==> src/rtl/dtoi_pkg.sv <==
// Shared types, codes and helpers of the decimal text to int32 parser.
// No dependencies; used by every module of the block.
package dtoi_pkg;

  localparam int CHAR_W   = 8;
  localparam int VAL_W    = 32;
  localparam int STAT_W   = 3;
  localparam int ACC_W    = VAL_W + 4;
  localparam int OUT_W    = 40;

  localparam logic [STAT_W-1:0] ST_OK        = 3'd0;
  localparam logic [STAT_W-1:0] ST_EMPTY     = 3'd1;
  localparam logic [STAT_W-1:0] ST_INVALID   = 3'd2;
  localparam logic [STAT_W-1:0] ST_OVERFLOW  = 3'd3;
  localparam logic [STAT_W-1:0] ST_UNDERFLOW = 3'd4;

  localparam logic [CHAR_W-1:0] CH_NUL   = 8'h00;
  localparam logic [CHAR_W-1:0] CH_TAB   = 8'h09;
  localparam logic [CHAR_W-1:0] CH_CR    = 8'h0D;
  localparam logic [CHAR_W-1:0] CH_SPACE = 8'h20;
  localparam logic [CHAR_W-1:0] CH_PLUS  = 8'h2B;
  localparam logic [CHAR_W-1:0] CH_MINUS = 8'h2D;
  localparam logic [CHAR_W-1:0] CH_ZERO  = 8'h30;
  localparam logic [CHAR_W-1:0] CH_NINE  = 8'h39;

  localparam logic [ACC_W-1:0] POS_LIMIT = 36'd2147483647;
  localparam logic [ACC_W-1:0] NEG_LIMIT = 36'd2147483648;

  localparam logic [VAL_W-1:0] SENTINEL_RST = 32'h8000_0000;

  typedef enum logic [2:0] {
    PH_LEAD   = 3'd0,
    PH_SIGN   = 3'd1,
    PH_DIGITS = 3'd2,
    PH_TRAIL  = 3'd3,
    PH_ERROR  = 3'd4
  } phase_t;

  typedef struct packed {
    phase_t             phase;
    logic               neg;
    logic [VAL_W-1:0]   mag;
    logic [STAT_W-1:0]  err;
  } parse_state_t;

  typedef struct packed {
    logic signed [VAL_W-1:0] value;
    logic [STAT_W-1:0]       status;
    logic                    hit;
  } result_t;

  localparam parse_state_t PARSE_RST = '{phase: PH_LEAD, neg: 1'b0, mag: '0, err: ST_OK};

  function automatic logic is_space(input logic [CHAR_W-1:0] c);
    return ((c >= CH_TAB) && (c <= CH_CR)) || (c == CH_SPACE);
  endfunction

  function automatic logic is_digit(input logic [CHAR_W-1:0] c);
    return (c >= CH_ZERO) && (c <= CH_NINE);
  endfunction

endpackage

==> src/rtl/decimal_text_to_int32_parser.sv <==
// Top level of the decimal text to int32 parser: input register, parse state,
// result register and sentinel register. Depends on dtoi_pkg, dtoi_step, dtoi_result.
//
// Usage:
//   in_*  : one ASCII character per transaction in in_tdata[7:0]. A zero byte
//           ends the string and produces exactly one result; every other
//           character produces none.
//   out_* : one result per string, out_tdata = {4'b0, sentinel_hit, status,
//           parsed_value}. Status 0 ok, 1 empty, 2 invalid, 3 overflow,
//           4 underflow; the value is zero for any status other than ok.
//   cfg_* : writes the 32-bit sentinel. A successful value equal to it comes
//           out as sentinel + 1 with sentinel_hit set. cfg_ready is always high.
// Path: a character is captured in the input register and parsed from there
//   into the parse state; a terminator's result then moves from the input
//   register into the output register.
// Throughput: one character per cycle while no terminator stalls. The parse state
//   update (multiply by ten via shift-add, plus a 36-bit bound compare) is combinational.
// Stall: characters keep flowing while a result waits; only a terminator that
//   finds the output register still full holds in the input register, and
//   in_tready drops until out_tready frees the slot.
// Reset: rst_n low (synchronous) clears all parse state, empties both
//   registers and loads the sentinel with -2147483648. After each terminator
//   the parse state returns to that reset value; the sentinel is kept.
module decimal_text_to_int32_parser (
  input  logic        clk,
  input  logic        rst_n,
  // input character stream
  input  logic        in_tvalid,
  output logic        in_tready,
  input  logic [7:0]  in_tdata,    // [7:0] character
  // result stream
  output logic        out_tvalid,
  input  logic        out_tready,
  output logic [39:0] out_tdata,   // [31:0] parsed_value, [34:32] status,
                                   // [35] sentinel_hit, [39:36] zero
  // sentinel write channel
  input  logic        cfg_valid,
  output logic        cfg_ready,
  input  logic [31:0] cfg_data     // [31:0] sentinel_value
);
  import dtoi_pkg::*;

  // input register
  logic              s1_valid_r, s1_valid_nxt;
  logic [CHAR_W-1:0] s1_char_r,  s1_char_nxt;
  // parse state
  parse_state_t      state_r,    state_nxt;
  // output register
  logic              out_valid_r, out_valid_nxt;
  result_t           out_res_r,   out_res_nxt;
  // sentinel
  logic [VAL_W-1:0]  sentinel_r,  sentinel_nxt;

  logic          s1_term;
  logic          s1_adv;
  logic          in_fire;
  parse_state_t  step_state;
  result_t       term_res;

  dtoi_step u_step (
    .state_i (state_r),
    .char_i  (s1_char_r),
    .state_o (step_state)
  );

  dtoi_result u_result (
    .state_i    (state_r),
    .sentinel_i (sentinel_r),
    .result_o   (term_res)
  );

  assign s1_term = (s1_char_r == CH_NUL);
  // ordinary characters always advance; a terminator needs a free output slot
  assign s1_adv  = s1_valid_r && (!s1_term || !out_valid_r || out_tready);

  assign in_tready = !s1_valid_r || s1_adv;
  assign in_fire   = in_tvalid && in_tready;
  assign cfg_ready = 1'b1;

  always_comb begin
    s1_valid_nxt = s1_valid_r;
    s1_char_nxt  = s1_char_r;
    if (in_fire) begin
      s1_valid_nxt = 1'b1;
      s1_char_nxt  = in_tdata;
    end else if (s1_adv) begin
      s1_valid_nxt = 1'b0;
    end
  end

  always_comb begin
    state_nxt = state_r;
    if (s1_adv) begin
      state_nxt = s1_term ? PARSE_RST : step_state;
    end
  end

  always_comb begin
    out_valid_nxt = out_valid_r;
    out_res_nxt   = out_res_r;
    if (s1_adv && s1_term) begin
      out_valid_nxt = 1'b1;
      out_res_nxt   = term_res;
    end else if (out_tready) begin
      out_valid_nxt = 1'b0;
    end
  end

  assign sentinel_nxt = (cfg_valid && cfg_ready) ? cfg_data : sentinel_r;

  always_ff @(posedge clk) begin
    if (!rst_n) begin
      s1_valid_r  <= 1'b0;
      state_r     <= PARSE_RST;
      out_valid_r <= 1'b0;
      sentinel_r  <= SENTINEL_RST;
    end else begin
      s1_valid_r  <= s1_valid_nxt;
      state_r     <= state_nxt;
      out_valid_r <= out_valid_nxt;
      sentinel_r  <= sentinel_nxt;
    end
  end

  // payload registers, no reset
  always_ff @(posedge clk) begin
    s1_char_r <= s1_char_nxt;
    out_res_r <= out_res_nxt;
  end

  assign out_tvalid = out_valid_r;
  assign out_tdata  = {4'b0000, out_res_r.hit, out_res_r.status, out_res_r.value};

`ifndef SYNTHESIS
  // a failed parse never reports a value or a sentinel hit
  a_err_clean: assert property (@(posedge clk) disable iff (!rst_n)
    (out_valid_r && (out_res_r.status != ST_OK)) |->
      ((out_res_r.value == '0) && !out_res_r.hit))
    else $error("non-ok result carries value or hit");

  // a consumed terminator returns the parse state to its reset value
  a_term_clear: assert property (@(posedge clk) disable iff (!rst_n)
    (s1_adv && s1_term) |=> ((state_r.phase == PH_LEAD) && (state_r.mag == '0)
      && !state_r.neg && (state_r.err == ST_OK)))
    else $error("parse state not cleared after terminator");

  // a stalled terminator stays in the input register
  a_s1_hold: assert property (@(posedge clk) disable iff (!rst_n)
    (s1_valid_r && !s1_adv) |=> (s1_valid_r && (s1_char_r == CH_NUL)))
    else $error("stalled terminator lost");

  // error phase and error code agree
  a_err_phase: assert property (@(posedge clk) disable iff (!rst_n)
    (state_r.phase == PH_ERROR) == (state_r.err != ST_OK))
    else $error("error code inconsistent with phase");

  // accumulated magnitude never exceeds the bound for its sign
  a_mag_bound: assert property (@(posedge clk) disable iff (!rst_n)
    ({4'b0000, state_r.mag} <= (state_r.neg ? NEG_LIMIT : POS_LIMIT)))
    else $error("magnitude beyond signed bound");
`endif

endmodule

==> src/rtl/dtoi_step.sv <==
// Next-state logic of the parser: one non-terminator character per call.
// Depends on dtoi_pkg.
module dtoi_step (
  input  dtoi_pkg::parse_state_t  state_i,
  input  logic [7:0]              char_i,
  output dtoi_pkg::parse_state_t  state_o
);
  import dtoi_pkg::*;

  logic [CHAR_W-1:0] digit_full;
  logic [ACC_W-1:0]  acc;
  logic              c_space;
  logic              c_digit;
  parse_state_t      took;

  assign c_space    = is_space(char_i);
  assign c_digit    = is_digit(char_i);
  assign digit_full = char_i - CH_ZERO;

  // mag * 10 + digit as shifts and adds
  assign acc = {1'b0, state_i.mag, 3'b000} + {3'b000, state_i.mag, 1'b0}
             + {{(ACC_W-4){1'b0}}, digit_full[3:0]};

  always_comb begin
    took = state_i;
    if (!state_i.neg && (acc > POS_LIMIT)) begin
      took.phase = PH_ERROR;
      took.err   = ST_OVERFLOW;
    end else if (state_i.neg && (acc > NEG_LIMIT)) begin
      took.phase = PH_ERROR;
      took.err   = ST_UNDERFLOW;
    end else begin
      took.phase = PH_DIGITS;
      took.mag   = acc[VAL_W-1:0];
    end
  end

  always_comb begin
    state_o = state_i;
    unique case (state_i.phase)
      PH_LEAD: begin
        if (c_space) begin
          state_o = state_i;
        end else if ((char_i == CH_PLUS) || (char_i == CH_MINUS)) begin
          state_o.neg   = (char_i == CH_MINUS);
          state_o.phase = PH_SIGN;
        end else if (c_digit) begin
          state_o = took;
        end else begin
          state_o.phase = PH_ERROR;
          state_o.err   = ST_INVALID;
        end
      end
      PH_SIGN: begin
        if (c_digit) begin
          state_o = took;
        end else begin
          state_o.phase = PH_ERROR;
          state_o.err   = ST_INVALID;
        end
      end
      PH_DIGITS: begin
        if (c_digit) begin
          state_o = took;
        end else if (c_space) begin
          state_o.phase = PH_TRAIL;
        end else begin
          state_o.phase = PH_ERROR;
          state_o.err   = ST_INVALID;
        end
      end
      PH_TRAIL: begin
        if (!c_space) begin
          state_o.phase = PH_ERROR;
          state_o.err   = ST_INVALID;
        end
      end
      default: begin
        state_o = state_i;
      end
    endcase
  end

endmodule

==> src/rtl/dtoi_result.sv <==
// Result formation on the terminator: status, signed value, sentinel bump.
// Depends on dtoi_pkg.
module dtoi_result (
  input  dtoi_pkg::parse_state_t  state_i,
  input  logic [31:0]             sentinel_i,
  output dtoi_pkg::result_t       result_o
);
  import dtoi_pkg::*;

  logic [VAL_W-1:0] signed_val;

  assign signed_val = state_i.neg ? (VAL_W'(0) - state_i.mag) : state_i.mag;

  always_comb begin
    result_o = '{value: '0, status: ST_OK, hit: 1'b0};
    unique case (state_i.phase)
      PH_LEAD: begin
        result_o.status = ST_EMPTY;
      end
      PH_SIGN: begin
        result_o.status = ST_INVALID;
      end
      PH_DIGITS, PH_TRAIL: begin
        if (signed_val == sentinel_i) begin
          result_o.value = signed_val + VAL_W'(1);
          result_o.hit   = 1'b1;
        end else begin
          result_o.value = signed_val;
        end
      end
      default: begin
        result_o.status = (state_i.err == ST_OK) ? ST_INVALID : state_i.err;
      end
    endcase
  end

endmodule
==> config.mk <==
export PLATFORM = sky130hd
export DESIGN_NAME = decimal_text_to_int32_parser
export DESIGN_NICKNAME = d
export VERILOG_FILES = /design/src/rtl/dtoi_pkg.sv /design/src/rtl/decimal_text_to_int32_parser.sv /design/src/rtl/dtoi_step.sv /design/src/rtl/dtoi_result.sv
export SDC_FILE = /design/constraint.sdc
export NUM_CORES = 1
export LEC_CHECK = 0
export ABC_AREA = 1
export BUFFER_PORTS_ARGS = -buffer_cell sky130_fd_sc_hd__buf_2
export CAP_MARGIN = 20
export CORE_MARGIN = 4
export CORE_UTILIZATION = 30
export DETAILED_ROUTE_END_ITERATION = 8
export GPL_TIMING_DRIVEN = 0
export SYNTH_ARGS = -nofsm -noshare
export SYNTH_HDL_FRONTEND = slang
export SYNTH_SLANG_ARGS = --single-unit
==> constraint.sdc <==
create_clock -name clk -period 6.8 [get_ports clk]
set_clock_uncertainty 0.1 [all_clocks]
set_input_delay 0.34 -clock clk [delete_from_list [all_inputs] [get_ports clk]]
set_output_delay 0.34 -clock clk [all_outputs]
set_load 0.05 [all_outputs]
; ---- Word-level counts from Yosys, hierarchy flattened
; Index checks and enable logic that the tools add are counted.
[word_totals]
register_bits = 117
input_bits = 45
out_inout_bits = 43
word_cells = 91
[op_classes]
add_sub_neg = 5
n_lt_le_gt_ge = 6
eq_ne = 10
mux = 30
reduce_logical = 29
[ops]
columns = operator, count
row1 = 2-to-1 mux 32 bit, 5
row2 = 2-to-1 mux 39 bit, 2
row3 = case mux 33 bit (2 select lines), 1
row4 = adder 35 x 33 -> 36 bit, 1
row5 = adder 36 x 4 -> 36 bit, 1
row6 = greater-than comparator 36 x 31 -> 1 bit (second input constant), 1
row7 = greater-than comparator 36 x 32 -> 1 bit (second input constant), 1
row8 = 2-to-1 mux 3 bit, 12
row9 = 2-to-1 mux 35 bit, 1
row10 = adder 32 x 1 -> 32 bit (second input constant), 1
row11 = equality test 32 bit, 1
row12 = subtractor 1 x 32 -> 32 bit (first input constant), 1
row13 = equality test 8 x 6 -> 1 bit (second input constant), 3
row14 = case mux 3 bit (4 select lines), 2
row15 = AND reduction 4 bit, 3
row16 = != test 3 bit (second input constant), 3
row17 = case mux 3 bit (3 select lines), 1
row18 = greater-or-equal comparator 8 x 4 -> 1 bit (second input constant), 1
row19 = greater-or-equal comparator 8 x 6 -> 1 bit (second input constant), 1
row20 = less-or-equal comparator 8 x 4 -> 1 bit (second input constant), 1
row21 = less-or-equal comparator 8 x 6 -> 1 bit (second input constant), 1
row22 = logical NOT 8 bit, 1
row23 = logical AND 1 bit, 7
row24 = equality test 3 x 2 -> 1 bit (second input constant), 2
row25 = 12 further kinds, 26

; ---- Depth between registers and ports, before layout
[depth]
depth_word = 11
ltp_mapped = 30
mapped_depth_nobuf = 27

; ---- Modules after synthesis
; Synthesis repeated with hierarchy kept, for this count alone.
[hier_totals]
cells_unflattened = 2077
hier_area_um2 = 11902.7
[by_module_without_submodules]
columns = module, n_inst, cells_each, area_per_inst_um2, seq_area_each_um2
row1 = dtoi_step, 1, 872, 4324.1, 0.0
row2 = decimal_text_to_int32_parser, 1, 381, 3983.8, 2782.7
row3 = dtoi_result, 1, 824, 3594.7, 0.0

; ---- Worst setup path before layout
; OpenSTA, ideal clock, no wires.
[synth_path]
path_kind = reg-to-reg
from = register state_r[3] (netlist bit)
to = register state_r[3] (netlist bit)
arrival_ps = 3253
slack_ps = 3331
stages_incl_launch_ff = 25
n_path_buf = 2
synth_period_minus_slack_ps = 3469
cell_sequence = dfxtp_1 > buf_6 > inv_4 > fa_1 > inv_1 > fa_1 > nand3_1 > nand2_1 > nand2_1 > nand2_1 > nand2_1 > nand2_1 > nand2_1 > nand2_1 > nand2_1 > nand2_1 > nor2_1 > nand3_1 > a21oi_1 > nand2_1 > nand2_2 > nand2_2 > buf_2 > o21ai_0 > nor2_1
[synth_between]
elab_chain_cells = 11
word_cells_on_any_way = 13
[synth_lines]
columns = item, line
row1 = "start, declared", decimal_text_to_int32_parser.sv:47  ; parse_state_t state_r, state_nxt;
row2 = "start signal, assigned", decimal_text_to_int32_parser.sv:119  ; state_r <= state_nxt;
row3 = adder 35 x 33 -> 36 bit, dtoi_step.sv:21  ; assign acc = {1'b0, state_i.mag, 3'b000} + {3'b000, state_i.mag, 1'b0}
row4 = adder 36 x 4 -> 36 bit, dtoi_step.sv:22  ; + {{(ACC_W-4){1'b0}}, digit_full[3:0]};
row5 = greater-than comparator 36 x 32 -> 1 bit, dtoi_step.sv:29  ; end else if (state_i.neg && (acc > NEG_LIMIT)) begin
row6 = logical AND 1 bit, dtoi_step.sv:29
row7 = 2-to-1 mux 32 bit, dtoi_step.sv:29
row8 = 2-to-1 mux 32 bit, dtoi_step.sv:26  ; if (!state_i.neg && (acc > POS_LIMIT)) begin
row9 = 2-to-1 mux 32 bit (*), "dtoi_step.sv:47, dtoi_step.sv:55, dtoi_step.sv:63"
row10 = 2-to-1 mux 35 bit, dtoi_step.sv:44  ; end else if ((char_i == CH_PLUS) || (char_i == CH_MINUS)) begin
row11 = 2-to-1 mux 39 bit, dtoi_step.sv:42  ; if (c_space) begin
row12 = case mux 33 bit (2 select lines) (*), dtoi_step.sv:40  ; unique case (state_i.phase)
row13 = 2-to-1 mux 39 bit (*), decimal_text_to_int32_parser.sv:94  ; state_nxt = s1_term ? PARSE_RST : step_state;
; Mark *: on every way between the ends. The rest lies on a longest branch, timed or not. The select of a mux whose other input is x is not followed.
; A chain may end at the register's enable or synchronous reset.

; ---- Final worst setup path
[layout_path]
from = register state_r[3] (netlist bit)
to = register state_r[31] (netlist bit)
[layout_between]
elab_chain_cells = 11
word_cells_on_any_way = 13
[layout_lines]
columns = item, line
row1 = adder 35 x 33 -> 36 bit (*), dtoi_step.sv:21
row2 = adder 36 x 4 -> 36 bit (*), dtoi_step.sv:22
row3 = greater-than comparator 36 x 32 -> 1 bit, dtoi_step.sv:29
row4 = logical AND 1 bit, dtoi_step.sv:29
row5 = 2-to-1 mux 32 bit, dtoi_step.sv:29
row6 = 2-to-1 mux 32 bit (*), dtoi_step.sv:26
row7 = 2-to-1 mux 32 bit (*), "dtoi_step.sv:47, dtoi_step.sv:55, dtoi_step.sv:63"
row8 = 2-to-1 mux 35 bit, dtoi_step.sv:44
row9 = 2-to-1 mux 39 bit, dtoi_step.sv:42
row10 = case mux 33 bit (2 select lines) (*), dtoi_step.sv:40
row11 = 2-to-1 mux 39 bit (*), decimal_text_to_int32_parser.sv:94
; Marked as above.

==> results.yml <==
status:
  status: "complete, no violations"
worst_setup_path:
  worstPathMaxFanout: 10
  path_class: "flip-flop to flip-flop"
  critPathLaunch: "state_r[3]$_SDFFE_PN0P_"
  setup.worst_path.end_class: "flip-flop"
  cp_data_arrival_time_ns: 4.71
  delay_of_the_slowest_cell_on_the_worst_path_ns: 0.51
  critical_path.cell_chain: "buf_6 > inv_4 > fa_1 > inv_1 > fa_1 > nand3_1 > nand2_1 > nand2_1 > nand2_1 > nand2_1 > nand2_1 > nand2_1 > nand2_1 > nand2_1 > nand2_1 > nor2_1 > nand3_1 > a21oi_1 > nand2_1 > nand2_2 > nand2_2 > buf_2 > o21ai_0 > nor2_1"
  setup.worst_path.start_class: "flip-flop"
  timing.critical_path.required_ns: 7.02
  critPathMostFrequentCell: "nand2_1"
  rr_startpoint: "state_r[3]$_SDFFE_PN0P_"
  number_of_buffers_and_inverters_on_the_critical_path: 4
  critical_path.top_delay_family: "simple AND/OR/NAND/NOR gates"
  critical_path.slowest_cell: "fa_1"
place:
  detailed_place_hpwl_um: 28500
  pre_cts_slack_ns: 2.30
  dp_cells: 2289
  io_buffer_count: 80
  detailed_place.area_um2: 11800
  gp_congestion: 0.908
clock_tree:
  inserted_clock_buffers: 17
  worst_skew_pair.late_latency_ns: 0.43
  cts.sinks: 117
  cts-root-buf: "clkbuf_16"
  htree_levels: 4
  clk_pin_slew_ns: 0.06
  maximum_clock_insertion_buffer_count: 2
  cts.repair_timing.setup_buffer_count: 0
  post_cts_hold_buffer_count: 8
  cts_tree: "built"
  cts_resized: 0
timing:
  setup-violations-final: 0
  final.setup.tns_ns: 0
  grt_setup_unrepaired: "false"
  hold_slack_ns: 0.0401
  fin_crit_sh_pct: 66.2
  slew_headroom_pct: 38.7
  worst_pin_slew_ns: 0.920
  final.setup.worst_slack_ns: 2.30
  hold_viol: 0
  final_period_minus_worst_setup_slack_ns: 4.50
  max_freq_mhz: 222
  final_max_slew_viol_count: 0
yosys:
  synth.lib_cells_used.distinct: 49
  async_reset_ff_share_pct: 0
  number_of_enable_type_register_cells_in_the_synthesized_netlist: 44
  register_bit_total_from_synthesis: 117
  synth.avg_cell_area_um2: 6.18
  synth_seq_area_share_pct: 25.8
  gate_count_after_technology_mapping: 1744
  yosys_warnings: 0
  synth_flop_cell: "dfxtp_1"
  syn_area_um2: 10800
global_routing:
  antenna_found_initial: 0
  grt_first_pass_wirelength_um: 53300
  grt.overflow.total: 0
  grt_util_all_layers_pct: 17.0
  maximum_number_of_pins_on_one_net_before_global_route_repair: 27
  via_count_of_the_first_global_routing_pass: 10200
drt:
  wl_per_cell_um: 14.6
  route.detailed.vias_per_inst: 4.74
  drc: 0
  via_count: 11000
  first_pass_iters: 5
  detail-route-antenna-nets: 0
  finalWirelength_um: 34100
  detailedRoute.firstIterationViolations: 607
layout:
  mostFrequentLayoutCells: "511 x nand2_1, 267 x nor2_1, 251 x inv_1, 98 x nand3_1, 94 x a21oi_1"
  area_growth_syn_to_layout_pct: 15.4
  core_occupancy_in_the_finished_layout_pct: 35.1
  design.final.nets: 1967
  final_cell_count_no_fill: 2329
  most_common_cell_after_layout_fill_and_taps_aside: "nand2_1"
  post_route_cells_drive_above_1_share_pct: 9.69
  design_area_um2: 12400
  diodes: 0
  num-fill-cells: 3847
floorplanning:
  row_count: 69
  initial_core_util_pct: 30.4
  design.portCount: 88
  die_x_um: 198
  die_area_um2: 39000
  die_h_um: 198
  core_area_um2: 35500
hold_path:
  min_path_type: "input port to flip-flop"
  worstHoldStart: "cfg_data[2]"
flow_run:
  max-cap-violations: 0
power_and_ir_drop:
  cellPowerDensity_nw_per_um2: 151
  tot_pwr_mw: 1.88
  power.leakage_nw: 6.26
  ir_drop_mv: 0.174
-- report_power, final --
part	switching [mW]	internal, mW	total (mW)
registers	0.0179	0.745	0.763
logic	0.161	0.0880	0.249
clock network	0.332	0.536	0.869
-- per-layer routing --
layer | global-route usage (%) | up-vias | routed length [µm]
met5 | 0 | - | 0
met4 | 4.74 | 0 | 701
met3 | 1.94 | 43 | 1710
met2 | 29.1 | 268 | 16100
met1 | 22.8 | 4975 | 15500
li1 | - | 5758 | -
-- cell type report --
type	instances	area [µm²]	area share (%)
Multi-Input combinational cell	1323	6770	54.4
Clock buffer	19	433	3.48
Buffer	44	251	2.02
Clock inverter	13	134	1.08
Tap cell	461	577	4.64
Timing Repair Buffer	89	508	4.08
Sequential cell	117	2780	22.4
Inverter	263	992	7.97
-- flip-flops by register name, summed over array words and instances, names as in the netlist --
name        flops
out_tdata      36
s1_valid_r      1
out_tvalid      1
s1_char_r       8
state_r        39
sentinel_r     32
-- synthesized netlist by cell type, drive strengths merged (4+ instances only) --
cell type    n  area [µm²]
edfxtp      44        1320
or2          4        25.0
nand2      520        1970
inv        260         981
nand4       49         307
o21bai       5        37.5
nor2       279        1140
nand3b      11        82.6
a21oi       94         470
xnor2       15         131
xor2        57         526
o21ai       72         379
buf         21         163
nand3      106         593
dfxtp       73        1460
nor3        26         135
clkbuf      23        88.8
ha          65         813
-- tightest hold or removal path, stage by stage --
cell and delay, ns:
buf_2 0.07, nor2_1 0.03, nor2_1 0.08
-- path summary, 6_finish.rpt --
path	end	slack [ns]	cells after the start
max	state_r[31]$_SDFFE_PN0P_	2.30	24
max reg2reg	state_r[31]$_SDFFE_PN0P_	2.30	24
min reg2reg	sentinel_r[26]$_SDFFE_PN0P_	0.38	2
min	sentinel_r[2]$_SDFFE_PN0P_	0.04	3
-- kinds of logic (layout without fill, tap and decap cells) --
| logic type | Yosys count | count (layout) | share of synthesized area (%) |
|---|---|---|---|
| AO/OA/AOI/OAI | 178 | 178 | 8.69 |
| XOR/XNOR | 72 | 72 | 6.09 |
| adder cells (fa/ha/maj) | 67 | 67 | 7.91 |
| buffers and inverters | 307 | 428 | 11.5 |
| flip-flops | 117 | 117 | 25.8 |
| other | 2 | 5 | 0.0697 |
| AND/OR/NAND/NOR | 1001 | 1001 | 39.9 |
(Power assumes the default switching activity.)
